[src/rtl/pfe_pkg.sv]
// Shared types and constants for the planar framebuffer pixel engine.
// Item layouts, operation kinds, register indexes and the queued command format.
// No dependencies.
`timescale 1ns / 1ps
`default_nettype none

package pfe_pkg;

  localparam int PLANE_DEPTH_DEFAULT = 8192;
  localparam int PLANE_COUNT         = 4;
  localparam int WORD_W              = 8 * PLANE_COUNT;

  localparam int WIDTH_W  = 10;
  localparam int HEIGHT_W = 9;
  localparam int STRIDE_W = 8;
  localparam int OFF_W    = 16;
  localparam int SUM_W    = 17;

  localparam int WIDTH_RESET  = 320;
  localparam int HEIGHT_RESET = 200;

  localparam int QUEUE_DEPTH = 2;
  localparam int QPTR_W      = $clog2(QUEUE_DEPTH);
  localparam int QCNT_W      = $clog2(QUEUE_DEPTH + 1);

  // item kinds
  localparam logic [2:0] KIND_PIXEL = 3'd0;
  localparam logic [2:0] KIND_COPY  = 3'd1;
  localparam logic [2:0] KIND_OR    = 3'd2;
  localparam logic [2:0] KIND_READ  = 3'd3;
  localparam logic [2:0] KIND_RECT  = 3'd4;
  localparam logic [2:0] KIND_CLEAR = 3'd5;

  // configuration register indexes
  localparam logic REG_SURFACE_WIDTH  = 1'b0;
  localparam logic REG_SURFACE_HEIGHT = 1'b1;

  typedef enum logic [2:0] {
    OP_NOP,
    OP_ERR,
    OP_PIXEL,
    OP_COPY,
    OP_OR,
    OP_READ,
    OP_RECT,
    OP_CLEAR
  } op_t;

  typedef struct packed {
    logic        [2:0]  kind;
    logic signed [15:0] pixel_x;
    logic signed [15:0] pixel_y;
    logic signed [15:0] rect_width;
    logic signed [15:0] rect_height;
    logic        [3:0]  color;
    logic        [1:0]  plane;
    logic        [6:0]  byte_col;
    logic        [8:0]  row;
    logic        [7:0]  data_byte;
  } in_item_t;

  typedef struct packed {
    logic        status;
    logic [7:0]  plane_byte;
    logic [31:0] pixel_indices;
  } out_item_t;

  typedef struct packed {
    op_t                 op;
    logic [OFF_W-1:0]    addr;
    logic [2:0]          bit_pos;
    logic [3:0]          color;
    logic [1:0]          plane;
    logic [7:0]          data;
    logic [WIDTH_W-1:0]  x0;
    logic [WIDTH_W-1:0]  x1;
    logic [HEIGHT_W-1:0] y0;
    logic [HEIGHT_W-1:0] y1;
    logic [SUM_W-1:0]    base;
  } cmd_t;

endpackage

`default_nettype wire

[src/rtl/pfe_queue.sv]
// Short command queue between the front end and the back end.
// Depends on pfe_pkg.
`timescale 1ns / 1ps
`default_nettype none

module pfe_queue (
  input  wire logic          clk,
  input  wire logic          rst,
  input  wire logic          push,
  input  wire pfe_pkg::cmd_t push_cmd,
  output logic               full,
  input  wire logic          pop,
  output pfe_pkg::cmd_t      head,
  output logic               empty
);
  import pfe_pkg::*;

  cmd_t              entries [QUEUE_DEPTH];
  logic [QPTR_W-1:0] wr_ptr;
  logic [QPTR_W-1:0] rd_ptr;
  logic [QCNT_W-1:0] count;

  assign full  = (count == QCNT_W'(QUEUE_DEPTH));
  assign empty = (count == '0);
  assign head  = entries[rd_ptr];

  always_ff @(posedge clk) begin
    if (rst) begin
      wr_ptr <= '0;
      rd_ptr <= '0;
      count  <= '0;
    end else begin
      if (push) begin
        entries[wr_ptr] <= push_cmd;
        wr_ptr          <= wr_ptr + QPTR_W'(1);
      end
      if (pop) rd_ptr <= rd_ptr + QPTR_W'(1);
      if (push && !pop) count <= count + QCNT_W'(1);
      else if (pop && !push) count <= count - QCNT_W'(1);
    end
  end

endmodule

`default_nettype wire

[config.mk]
export PLATFORM = sky130hd
export DESIGN_NAME = pfe_queue
export DESIGN_NICKNAME = d
export VERILOG_FILES = /design/src/rtl/pfe_pkg.sv /design/src/rtl/pfe_queue.sv
export SDC_FILE = /design/constraint.sdc
export NUM_CORES = 1
export LEC_CHECK = 0
export BUFFER_PORTS_ARGS = -buffer_cell sky130_fd_sc_hd__buf_2
export CAP_MARGIN = 25
export CORE_AREA = 4 4 113 142
export CTS_CLUSTER_DIAMETER = 80
export DETAILED_ROUTE_END_ITERATION = 10
export DIE_AREA = 0 0 117 146
export GPL_TIMING_DRIVEN = 0
export PLACE_DENSITY_LB_ADDON = 0.2
export RECOVER_POWER = 50
export SYNTH_ARGS = -nofsm -noshare
export SYNTH_HDL_FRONTEND = slang
export SYNTH_SLANG_ARGS = --single-unit
[constraint.sdc]
create_clock -name clk -period 7.5 [get_ports clk]
set_input_delay 0.375 -clock clk [delete_from_list [all_inputs] [get_ports clk]]
set_output_delay 0.375 -clock clk [all_outputs]
set_load 0.005 [all_outputs]
; ---- After elaboration in Yosys (flattened, before gate mapping)
; Memory sizes are Yosys's and may differ from the RTL's. A register that Yosys moved wholly into a read port is not among the register bits.
; Index checks and enable logic that the tools add are counted.
[totals]
ff_bits = 4
ramBits = 182
inputBits = 95
out_inout_bits = 93
word_cells = 22
n_memories = 1
[op_classes]
add_sub_neg = 4
n_eq_ne = 1
n_mux = 7
n_reduce_logical = 6
[mem_list]
columns = memory, words, width, rd, rd_clocked_by_memory_dff, write_ports, line
row1 = entries, 2, 91, 1, 1, 1, pfe_queue.sv:18  ; cmd_t entries [QUEUE_DEPTH];
[ops]
columns = op, n
row1 = $mux W1, 5
row2 = $mux W2, 2
row3 = $add A1 B1 Y1 const B, 2
row4 = $add A2 B1 Y2 const B, 1
row5 = $eq A2 B2 Y1 const B, 1
row6 = $logic_and A1 B1 Y1, 2
row7 = $logic_not A1 Y1, 2
row8 = $logic_not A2 Y1, 1
row9 = $reduce_bool A2 Y1, 1
row10 = $sub A2 B1 Y2 const B, 1

; ---- Depth between registers and ports, before layout
[depth]
word_depth = 4
mapped_depth = 5
depth_no_buf = 5

; ---- Least setup slack after synthesis
; OpenSTA, ideal clock, no wires.
[synth_path]
path_kind = input to register
startpoint = input rst
endpoint = memory entries[0][0] (netlist bit), enable pin
setup_time_ps = 670
arrival_ps = 6950
setup_slack_ps = -120
cell_stages = 1
n_path_buf = 0
cell_sequence = nor3b_1
[synth_via]
elab_chain_cells = 2
[synth_lines]
columns = element, line
row1 = "start, declared", pfe_queue.sv:8  ; input wire logic rst,
row2 = $mux W1, pfe_queue.sv:28  ; if (rst) begin
row3 = $mux W1 (not written as such), pfe_queue.sv:34  ; entries[wr_ptr] <= push_cmd;
row4 = "end, declared", pfe_queue.sv:18
; No other way between the ends.

; ---- Worst setup path in the final report
[layout_path]
startpoint = register wr_ptr
endpoint = memory entries[0][13] (netlist bit), enable pin
[layout_lines]
columns = element, line
row1 = "start, declared", pfe_queue.sv:19  ; logic [QPTR_W-1:0] wr_ptr;
row2 = "start signal, assigned", pfe_queue.sv:35  ; wr_ptr <= wr_ptr + QPTR_W'(1);
; No word-level cell before the write port.

==> results.json <==
{
  "outcome": "complete, but fails checks",
  "violations": "max-capacitance violations, max-slew violations",
  "drc": 0,
  "final_cell_count_no_fill": 713,
  "worst-slew-pin-transition_ps": 2170,
  "dr.pass1.iters": 4,
  "n_antenna_cell": 0,
  "ys_warn_count": 0,
  "cts.sinks": 187,
  "post_dp_cell_area_mm2": 0.00813,
  "cpMostUsedCell": "buf_16",
  "overflow": 0,
  "p_leak_nw": 3.19,
  "finalHoldViolCount": 0,
  "placementRows": 50,
  "crit_chain": "nor3b_1 -> buf_8 -> buf_16 -> buf_16",
  "grt_pass1_wl_um": 19700,
  "fin_crit_sh_pct": 38.8,
  "crit_path_top_delay_cell": "nor3b_1",
  "required_ps": 7630,
  "total_power_w": 0.00238,
  "start_kind": "flop",
  "yosys.cell_types.count": 16,
  "seq_area_frac_synth_pct": 81.7,
  "setup-violations-final": 0,
  "clk_path_buf_depth": 2,
  "grt_use_total_pct": 15.4,
  "core_area_mm2": 0.0148,
  "nets": 614,
  "gp_congestion": 0.715,
  "skew_ps": 8.55,
  "first_iter_violations": 160,
  "dp_cells": 681,
  "post_synth.cell_area_avg_um2": 22.3,
  "fillers": 1139,
  "cts_buffers": 17,
  "crit_type": "reg -> reg",
  "arrival_ps": 3040,
  "root_buffer": "clkbuf_16",
  "cts_tree": "built",
  "irDropWorstVdd_mv": 0.205,
  "final_common_cell": "edfxtp_1",
  "synthesis.nets": 401,
  "hpwlAfterDp_um": 9010,
  "drv_cap": 2,
  "htreeDepth": 4,
  "cp-end-kind": "flop",
  "m1WireLength_um": 4460,
  "reg2reg_slack_ps": 4590,
  "fp.dieW_um": 117,
  "grt_setup_unrepaired": "no",
  "die-area_mm2": 0.0171,
  "wl_met2_um": 7350,
  "period_needed_ps": 2910,
  "synth-seq-cells": 187,
  "setup_ws_ps": 4590,
  "final_max_slew_viol_count": 54,
  "grt_pass1_vias": 3797,
  "netlist_instances": 305,
  "path_max_fanout": 16,
  "synth_top_area_share_pct": 80.2,
  "viasPerCell": 4.87,
  "portBuffers": 187,
  "max_stage_delay_ps": 1680,
  "syn2layout_area_growth_pct": 28.0,
  "worstSkewPairLatency_ps": 410,
  "antenna_found_initial": 0,
  "clk_pin_slew_worst_paths_ps": 70,
  "post_drt_wl_per_cell_um": 17.9,
  "hold_path_class": "in -> reg",
  "ios": 188,
  "synth_top_area_cell": "edfxtp_1",
  "routed-via-count": 3469,
  "postCtsSetupBuffers": 0,
  "start_util_pct": 46.1,
  "wirelength_um": 12700,
  "slew_headroom_pct": -44.7,
  "syn_area_mm2": 0.00681,
  "grt_max_degree": 51,
  "cts_resized": 0,
  "tns_ps": 0,
  "p_per_area_mw_per_mm2": 272,
  "fin_area_mm2": 0.00872,
  "mostFrequentLayoutCells": "182 x edfxtp_1, 154 x buf_2, 91 x mux2_2",
  "cts_hold_buf": 0,
  "synthTopCellsByArea": "edfxtp_1 80%, mux2_2 15%, buf_6 1.5%",
  "wl_met3_um": 771,
  "drive_gt1_share_pct": 55.4,
  "fmax_ghz": 0.344,
  "pre_cts_slack_ps": 5370,
  "detail-route-antenna-nets": 0,
  "routed.top_layer": "met4",
  "fp.dieH_um": 146
}
==> final timing paths <==
kind | from | end | cells past startpoint
worst max-delay path | wr_ptr | entries[0][13] | 4
worst min-delay path | push_cmd[4] | entries[0][4] | 1
worst max register to register | wr_ptr | entries[0][13] | 4
worst min register to register | rd_ptr | rd_ptr | 2
==> sequential cells by signal (all words and copies together) (netlist names), named ones only <==
signal and cells:
wr_ptr 1, count 2, entries 182, rd_ptr 1
==> stage by stage <==
stage               utilization [%]  hold WS [ps]
floorplan                         -           444
global placement               54.0           486
detailed placement             55.1           504
CTS                            59.4           118
global route                   59.1           112
finish                         59.1           139
==> worst max-delay path: cells and delay by family (launching register included) <==
family	cells	cell delay, ps
simple gates	1	1680
flops	1	330
buf+inv	3	600
==> final cells by class <==
type / instances / area (um^2) / area share [%]
Clock inverter: 14 / 214 / 2.45
Inverter: 1 / 3.75 / 0.0430
Sequential cell: 187 / 5570 / 63.8
Clock buffer: 18 / 429 / 4.92
Tap cell: 182 / 228 / 2.61
Buffer: 10 / 109 / 1.25
Timing Repair Buffer: 194 / 1040 / 11.9
Multi-Input combinational cell: 107 / 1130 / 13.0
==> logic make-up after synthesis <==
kind of cell             Yosys count  share of synthesized area [%]
AO/OA/AOI/OAI                      2                          0.147
adder cells (fa/ha/maj)            1                          0.184
buffers and inverters             11                           1.65
multiplexers                      91                           15.0
flip-flops                       187                           81.7
AND/OR/NAND/NOR                    9                          0.735
XOR/XNOR                           4                          0.515
==> metal layers <==
layer | vias to the layer above | track usage [%]
met5 | - | 0
met4 | 0 | 5.16
met3 | 10 | 5.41
met2 | 99 | 29.0
met1 | 1721 | 15.2
li1 | 1639 | -
==> Yosys cell counts <==
cell        n
inv_1       1
a21oi_1     1
buf_4       1
or3_1       1
dfxtp_1     5
mux2_2     91
nor2_1      5
buf_6       9
and3b_1     1
ha_1        1
nor3b_1     1
xnor2_1     2
xor2_1      2
o21ai_0     1
edfxtp_1  182
and2b_2     1
==> power breakdown <==
group          total (W)  leakage, nW  switching [W]  internal [W]
sequential       0.00120         1.71     0.00000987       0.00119
combinational   0.000208         1.17      0.0000961      0.000112
clock           0.000965        0.309       0.000371      0.000594
total            0.00238         3.19       0.000477       0.00190
(Power assumes the default switching activity.)
