[src/rtl/pfe_pkg.sv]
// Shared types and constants for the planar framebuffer pixel engine.
// Item layouts, operation kinds, register indexes and the queued command format.
// No dependencies.
`timescale 1ns / 1ps
`default_nettype none

package pfe_pkg;

  localparam int PLANE_DEPTH_DEFAULT = 8192;
  localparam int PLANE_COUNT         = 4;
  localparam int WORD_W              = 8 * PLANE_COUNT;

  localparam int WIDTH_W  = 10;
  localparam int HEIGHT_W = 9;
  localparam int STRIDE_W = 8;
  localparam int OFF_W    = 16;
  localparam int SUM_W    = 17;

  localparam int WIDTH_RESET  = 320;
  localparam int HEIGHT_RESET = 200;

  localparam int QUEUE_DEPTH = 2;
  localparam int QPTR_W      = $clog2(QUEUE_DEPTH);
  localparam int QCNT_W      = $clog2(QUEUE_DEPTH + 1);

  // item kinds
  localparam logic [2:0] KIND_PIXEL = 3'd0;
  localparam logic [2:0] KIND_COPY  = 3'd1;
  localparam logic [2:0] KIND_OR    = 3'd2;
  localparam logic [2:0] KIND_READ  = 3'd3;
  localparam logic [2:0] KIND_RECT  = 3'd4;
  localparam logic [2:0] KIND_CLEAR = 3'd5;

  // configuration register indexes
  localparam logic REG_SURFACE_WIDTH  = 1'b0;
  localparam logic REG_SURFACE_HEIGHT = 1'b1;

  typedef enum logic [2:0] {
    OP_NOP,
    OP_ERR,
    OP_PIXEL,
    OP_COPY,
    OP_OR,
    OP_READ,
    OP_RECT,
    OP_CLEAR
  } op_t;

  typedef struct packed {
    logic        [2:0]  kind;
    logic signed [15:0] pixel_x;
    logic signed [15:0] pixel_y;
    logic signed [15:0] rect_width;
    logic signed [15:0] rect_height;
    logic        [3:0]  color;
    logic        [1:0]  plane;
    logic        [6:0]  byte_col;
    logic        [8:0]  row;
    logic        [7:0]  data_byte;
  } in_item_t;

  typedef struct packed {
    logic        status;
    logic [7:0]  plane_byte;
    logic [31:0] pixel_indices;
  } out_item_t;

  typedef struct packed {
    op_t                 op;
    logic [OFF_W-1:0]    addr;
    logic [2:0]          bit_pos;
    logic [3:0]          color;
    logic [1:0]          plane;
    logic [7:0]          data;
    logic [WIDTH_W-1:0]  x0;
    logic [WIDTH_W-1:0]  x1;
    logic [HEIGHT_W-1:0] y0;
    logic [HEIGHT_W-1:0] y1;
    logic [SUM_W-1:0]    base;
  } cmd_t;

endpackage

`default_nettype wire

[src/rtl/pfe_front.sv]
// Front end: accepts items, range-checks and clips them, and queues one command each.
// Depends on pfe_pkg.
`timescale 1ns / 1ps
`default_nettype none

module pfe_front #(
  parameter int PLANE_DEPTH = pfe_pkg::PLANE_DEPTH_DEFAULT
) (
  input  wire logic                          clk,
  input  wire logic                          rst,
  input  wire logic                          item_valid,
  output logic                               item_stall,
  input  wire pfe_pkg::in_item_t             item,
  input  wire logic [pfe_pkg::WIDTH_W-1:0]   surface_width,
  input  wire logic [pfe_pkg::HEIGHT_W-1:0]  surface_height,
  input  wire logic [pfe_pkg::STRIDE_W-1:0]  stride,
  input  wire logic                          init_busy,
  input  wire logic                          q_full,
  output logic                               push,
  output pfe_pkg::cmd_t                      push_cmd
);
  import pfe_pkg::*;

  typedef enum logic {F_IDLE, F_PUSH} fstate_t;

  fstate_t          state;
  in_item_t         held;
  logic [SUM_W-1:0] prod;

  logic [HEIGHT_W-1:0] y_sel;

  logic               x_ok, y_ok, in_mem, byte_ok, rect_ok;
  logic [6:0]         col_sel;
  logic [SUM_W-1:0]   off_sum;
  logic signed [16:0] x0s, y0s, x1raw, y1raw, x1c, y1c, wd, ht;

  // row used for the offset product, picked from the incoming item
  always_comb begin
    case (item.kind)
      KIND_PIXEL: y_sel = item.pixel_y[8:0];
      KIND_RECT:  y_sel = item.pixel_y[15] ? '0 : item.pixel_y[8:0];
      default:    y_sel = item.row;
    endcase
  end

  assign item_stall = (state != F_IDLE) || init_busy;
  assign push       = (state == F_PUSH) && !q_full;

  always_ff @(posedge clk) begin
    if (rst) begin
      state <= F_IDLE;
    end else begin
      case (state)
        F_IDLE: begin
          if (item_valid && !init_busy) begin
            held  <= item;
            prod  <= {8'b0, y_sel} * {9'b0, stride};
            state <= F_PUSH;
          end
        end
        F_PUSH: begin
          if (!q_full) state <= F_IDLE;
        end
        default: state <= F_IDLE;
      endcase
    end
  end

  always_comb begin
    x_ok    = !held.pixel_x[15] && ({1'b0, held.pixel_x[14:0]} < {6'b0, surface_width});
    y_ok    = !held.pixel_y[15] && ({1'b0, held.pixel_y[14:0]} < {7'b0, surface_height});
    col_sel = (held.kind == KIND_PIXEL) ? held.pixel_x[9:3] : held.byte_col;
    off_sum = prod + {10'b0, col_sel};
    in_mem  = off_sum < SUM_W'(PLANE_DEPTH);
    byte_ok = ({1'b0, held.byte_col} < stride) && (held.row < surface_height) && in_mem;

    // clip the rectangle to the surface
    wd    = {7'b0, surface_width};
    ht    = {8'b0, surface_height};
    x0s   = held.pixel_x[15] ? '0 : {1'b0, held.pixel_x};
    y0s   = held.pixel_y[15] ? '0 : {1'b0, held.pixel_y};
    x1raw = {held.pixel_x[15], held.pixel_x} + {held.rect_width[15], held.rect_width};
    y1raw = {held.pixel_y[15], held.pixel_y} + {held.rect_height[15], held.rect_height};
    x1c   = (x1raw > wd) ? wd : x1raw;
    y1c   = (y1raw > ht) ? ht : y1raw;
    rect_ok = !held.rect_width[15] && (held.rect_width != '0) &&
              !held.rect_height[15] && (held.rect_height != '0) &&
              (x0s < x1c) && (y0s < y1c);

    push_cmd         = '0;
    push_cmd.op      = OP_NOP;
    push_cmd.addr    = off_sum[OFF_W-1:0];
    push_cmd.bit_pos = held.pixel_x[2:0];
    push_cmd.color   = held.color;
    push_cmd.plane   = held.plane;
    push_cmd.data    = held.data_byte;
    push_cmd.x0      = x0s[WIDTH_W-1:0];
    push_cmd.x1      = x1c[WIDTH_W-1:0];
    push_cmd.y0      = y0s[HEIGHT_W-1:0];
    push_cmd.y1      = y1c[HEIGHT_W-1:0];
    push_cmd.base    = prod;

    case (held.kind)
      KIND_PIXEL: push_cmd.op = (x_ok && y_ok && in_mem) ? OP_PIXEL : OP_NOP;
      KIND_COPY:  push_cmd.op = byte_ok ? OP_COPY : OP_ERR;
      KIND_OR:    push_cmd.op = byte_ok ? OP_OR : OP_ERR;
      KIND_READ:  push_cmd.op = byte_ok ? OP_READ : OP_ERR;
      KIND_RECT:  push_cmd.op = rect_ok ? OP_RECT : OP_NOP;
      KIND_CLEAR: push_cmd.op = OP_CLEAR;
      default:    push_cmd.op = OP_NOP;
    endcase
  end

endmodule

`default_nettype wire

[config.mk]
export PLATFORM = sky130hd
export DESIGN_NAME = pfe_front
export DESIGN_NICKNAME = d
export VERILOG_FILES = /design/src/rtl/pfe_pkg.sv /design/src/rtl/pfe_front.sv
export SDC_FILE = /design/constraint.sdc
export NUM_CORES = 1
export LEC_CHECK = 0
export ABC_AREA = 1
export BUFFER_PORTS_ARGS = -buffer_cell sky130_fd_sc_hd__buf_2
export CORE_ASPECT_RATIO = 1.25
export CORE_MARGIN = 10
export CORE_UTILIZATION = 52
export CTS_BUF_LIST = sky130_fd_sc_hd__clkbuf_4
export DETAILED_ROUTE_END_ITERATION = 8
export GPL_TIMING_DRIVEN = 0
export PLACE_DENSITY_LB_ADDON = 0.1
export SETUP_SLACK_MARGIN = 0.1
export SYNTH_ARGS = -nofsm -noshare
export SYNTH_HDL_FRONTEND = slang
export SYNTH_SLANG_ARGS = --single-unit
[constraint.sdc]
create_clock -name clk -period 6 [get_ports clk]
set_clock_uncertainty 0.2 [all_clocks]
set_input_delay 0.6 -clock clk [delete_from_list [all_inputs] [get_ports clk]]
set_output_delay 0.6 -clock clk [all_outputs]
set_load 0.01 [all_outputs]
---- Word level (Yosys, flattened, before mapping) ----
Cells that the tools add are included.
word-level totals
  bits in writable memories ............... 0
  register bits ........................... 115
  input bits .............................. 129
  latch bits .............................. 0
  memories ................................ 0
  ROM bits ................................ 0
  word-level logic and storage cells ...... 74
  output and inout port bits .............. 93
operators by class
  divide/modulo/power cells ............... 0
  multiplexer cells ....................... 16
  magnitude comparators ................... 9
  bitwise gates (word level) .............. 2
  reduce and logical (&&, ||, !) cells .... 25
  shifts and indexed selects .............. 0
  equality and inequality tests ........... 6
  $mul .................................... 1
  add/sub/neg operators ................... 3
operator list
  operator                                                       number
  adder 16 x 16 -> 17 bit                                        2
  less-than comparator 16 x 17 -> 1 bit                          2
  two-way mux 17 bit                                             2
  nonzero test 16 bit                                            2
  two-way mux 15 bit                                             2
  case mux 3 bit (6 select lines)                                1
  case mux 9 bit (2 select lines)                                1
  adder 17 x 7 -> 17 bit                                         1
  > comparator 17 x 10 -> 1 bit                                  1
  > comparator 17 x 11 -> 1 bit                                  1
  less-than comparator 17 x 14 -> 1 bit (second input constant)  1
  multiplier 9 x 8 -> 17 bit                                     1
  less-than comparator 15 x 10 -> 1 bit                          1
  less-than comparator 15 x 9 -> 1 bit                           1
  logical AND 1 bit                                              13
  == test 3 bit (second input constant)                          3
  less-than comparator 9 bit                                     1
  two-way mux 3 bit                                              3
  two-way mux 9 bit                                              1
  less-than comparator 7 x 8 -> 1 bit                            1
  two-way mux 7 bit                                              1
  == test 3 x 2 -> 1 bit (second input constant)                 2
  zero test 1 bit                                                6
  zero test 3 bit                                                2
  other kinds (7)                                                10

---- Depth between registers and ports, before layout ----
  depth after elaboration ................. 8
  mapped depth ............................ 35
  gate-level depth less buffers ........... 34

---- Worst setup path before layout ----
No wires, ideal clock.
  kind .................................... input-to-reg
  from .................................... input init_busy
  to ...................................... register held[10] in the netlist's numbering, enable pin
  buffers on the path ..................... 0
  stages on the path ...................... 3
  setup slack ............................. -268 ps
  arrival time ............................ 5,481 ps
  cell sequence ........................... inv_1 nand3_1 nor2_1
between the ends
  word-level cells in the longest chain between the ends .. 3
RTL lines
  element                               line             source
  start, declared                       pfe_front.sv:17  input wire logic init_busy,
  zero test 1 bit                       pfe_front.sv:55  if (item_valid && !init_busy) begin
  logical AND 1 bit                     pfe_front.sv:55
  AND reduction 3 bit (no source line)  --
  end signal, assigned                  pfe_front.sv:56  held <= item;
  end, declared                         pfe_front.sv:27  in_item_t held;
No other way between the ends.
A chain may end at the register's enable or synchronous reset.

==> results.sh <==
export IMPL_result_of_the_run="finished with violations"
export IMPL_violated_checks="setup timing"
export IMPL_setup_violations_final=2
export IMPL_pwr_density_cell_nw_per_um2=200
export IMPL_grt_max_degree=37
export IMPL_worst_setup_path_start_kind="flip-flop"
export IMPL_cpPeakStageDelay_ns=0.49
export IMPL_flow_area_growth_from_synthesis_pct=33.0
export IMPL_synth_top_cell_area_share=0.315
export IMPL_number_of_global_route_vias_before_repair=10529
export IMPL_crit_path_buffers_inverters=4
export IMPL_fin_nets=1989
export IMPL_wirelength_microns=33200
export IMPL_synth_warnings=0
export IMPL_grt_pass1_wl_microns=52200
export IMPL_cts_root_buffer="clkbuf_4"
export IMPL_crit_family="simple AND/OR/NAND/NOR gates"
export IMPL_groute_usage_overall=0.241
export IMPL_finalInstanceArea_sq_um=14500
export IMPL_clock_latency_ns=0.54
export IMPL_detail_route_first_pass_iterations=7
export IMPL_numPortBuffers=219
export IMPL_dp_cells=1790
export IMPL_max_slew_margin=0.315
export IMPL_criticalPathCategory="reg2out"
export IMPL_clkTransAtPathRegs_ns=0.13
export IMPL_clock_power_share=0.211
export IMPL_timing_setup_tns_ns=-0.0339
export IMPL_clock_sink_count=115
export IMPL_mappedNetlistNets=1622
export IMPL_timing_final_crit_period_ns=6.03
export IMPL_postSynth_asyncResetShare=0
export IMPL_detailedRoute_firstIterationViolations=571
export IMPL_floorplan_die_width_microns=149
export IMPL_ys_types=47
export IMPL_timing_reg2reg_setup_slack_ns=3.99
export IMPL_drv_max_cap_violation_count=0
export IMPL_synth_common_cells="269 x nand2_1, 234 x inv_1, 154 x ha_1, 121 x nor2_1, 114 x edfxtp_1"
export IMPL_hold_viol=0
export IMPL_route_detailed_vias_per_inst=5.18
export IMPL_slew_viol_final=0
export IMPL_maxClockFrequency_mhz=166
export IMPL_postSynthRegisterBits=115
export IMPL_power_net_switching_mw=1.12
export IMPL_yosys_most_used_dff="edfxtp_1"
export IMPL_timing_critical_path_slowest_stage_cell="edfxtp_1"
export IMPL_cellLeakagePower_nw=7.26
export IMPL_global_route_overflow_total=0
export IMPL_layout_worst_path_cycle_share=1.00
export IMPL_floorplan_die_area_sq_um=27100
export IMPL_rsz_0062_raised_after_global_routing="true"
export IMPL_drc=0
export IMPL_synth_top_cells_by_area="edfxtp_1 31%, ha_1 18%, nand2_1 9.3%"
export IMPL_most_frequent_cell_after_synthesis="nand2_1"
export IMPL_number_of_i_o_pins=222
export IMPL_syn_cell_area_sq_um=10900
export IMPL_grt_antenna_before_repair=1
export IMPL_post_synth_edffs=114
export IMPL_syn_avg_cell_area_sq_um=8.41
export IMPL_core_area_sq_um=20700
export IMPL_fin_ws_ns=-0.0258
export IMPL_power_switching_share=0.388
export IMPL_min_delay_path_class="in2reg"
export IMPL_floorplan_die_height_microns=182
export IMPL_worst_slew_pin_slew_ns=1.02
export IMPL_power_frac_seq=0.345
export IMPL_p_int_mw=1.77
export IMPL_final_layout_size_suffix_gt1_frac=0.276
export IMPL_synth_sequential_area_ratio=0.317
export IMPL_rows=59
export IMPL_dpl_instance_area_sq_um=12400
export IMPL_worst_setup_path_end_kind="output port"
export IMPL_library_cell_appearing_most_often_on_the_critical_path="nand3_2"
export IMPL_routedWlPerCell_microns=17.0
export IMPL_worst_hold_slack_ns=0.0387
export IMPL_cp_data_required_time_ns=5.20
export IMPL_netlist_instances=1294
export IMPL_post_dp_hpwl_microns=25700
export IMPL_critical_path_max_fanout=5
export IMPL_globalplace_congestion=0.932
export IMPL_dr_total_vias=10093
export IMPL_tritoncts="yes"
export IMPL_vdd_ir_drop_max_v=0.000167
export IMPL_cp_data_arrival_time_ns=5.23
export IMPL_floorplan_initialDensity=0.526
export IMPL_htree_levels=4
export IMPL_antenna_left=0
export IMPL_cts_buffer_depth=2
export IMPL_cts_buffers=17
export IMPL_final_instance_count_excl_fill=1948
export IMPL_synth_largest_area_cell="edfxtp_1"
export IMPL_share_comb_of_total_power=0.444
## state kept, by name, summed over array words and instances, names as in the netlist
name      cells
push_cmd     17
state         1
prod         17
held         80
## power groups by stage
stage / clock network (mW) / registers [mW] / logic (mW)
floorplan: 0 / 1.02 / 0.821
global placement: 0 / 1.02 / 1.12
detailed placement: 0 / 1.02 / 1.14
CTS: 0.627 / 0.998 / 1.24
global route: 0.661 / 1.00 / 1.47
finish: 0.609 / 0.998 / 1.28
## through the flow
| stage | util | setup WS, ns | power, mW |
|---|---|---|---|
| detailed placement | 0.599 | -0.192 | 2.16 |
| global placement | 0.596 | -0.107 | 2.14 |
| CTS | 0.674 | -0.107 | 2.86 |
| floorplan | - | 0.605 | 1.84 |
| finish | 0.700 | -0.0258 | 2.89 |
| global route | 0.700 | -0.303 | 3.13 |
## routing by layer
layer / global-route usage / up-vias / share of wire
li1: - / 4980 / -
met1: 0.264 / 4761 / 0.39
met2: 0.437 / 289 / 0.52
met3: 0.0555 / 63 / 0.058
met4: 0.0908 / 0 / 0.031
met5: 0 / - / 0
## kinds of logic after synthesis
| family | share of synthesized area |
|---|---|
| DFF | 0.317 |
| AOI/OAI and AO/OA | 0.0856 |
| adders and majority gates | 0.260 |
| and+or+nand+nor | 0.201 |
| buffers and inverters | 0.0994 |
| xor gates and xnor gates | 0.0380 |
## path summary, 6_finish.rpt
check | from | to | cells past startpoint
hold / removal | item[52] | held[52] | 1
hold reg to reg | state | state | 2
setup reg to reg | state | held[68] | 5
setup / recovery | held[31] | push_cmd[89] | 30
## cells in the final DEF, fill, tap and decap left out, types with 18 or more instances in the layout
master           n
nand2_1        251
inv_1          230
buf_2          216
ha_1           136
edfxtp_1       114
nor2_1         112
dlygate4sd3_1   75
a21oi_1         64
buf_4           60
nand3_1         45
fa_1            43
xor2_1          26
nand4_1         22
o21ai_0         21
nand2_2         21
clkbuf_4        18
## repair_timing
action,in CTS,in global routing
hold endpoints to repair,65,10
pin swaps,49,44
endpoints found under the setup margin,2,6
setup buffers,40,14
gates resized for setup,67,65
cloned,1,0
hold buffers,65,10
## layout make-up
| cell class | count | area, sq um |
|---|---|---|
| Antenna cell | 1 | 2.50 |
| Buffer | 28 | 203 |
| Clock buffer | 17 | 128 |
| Clock inverter | 14 | 153 |
| Fill cell | 1699 | 6200 |
| Inverter | 239 | 897 |
| Multi-Input combinational cell | 912 | 6960 |
| Sequential cell | 115 | 3440 |
| Tap cell | 274 | 343 |
| Timing Repair Buffer | 348 | 2330 |
Power figures use the tool's default switching activity.
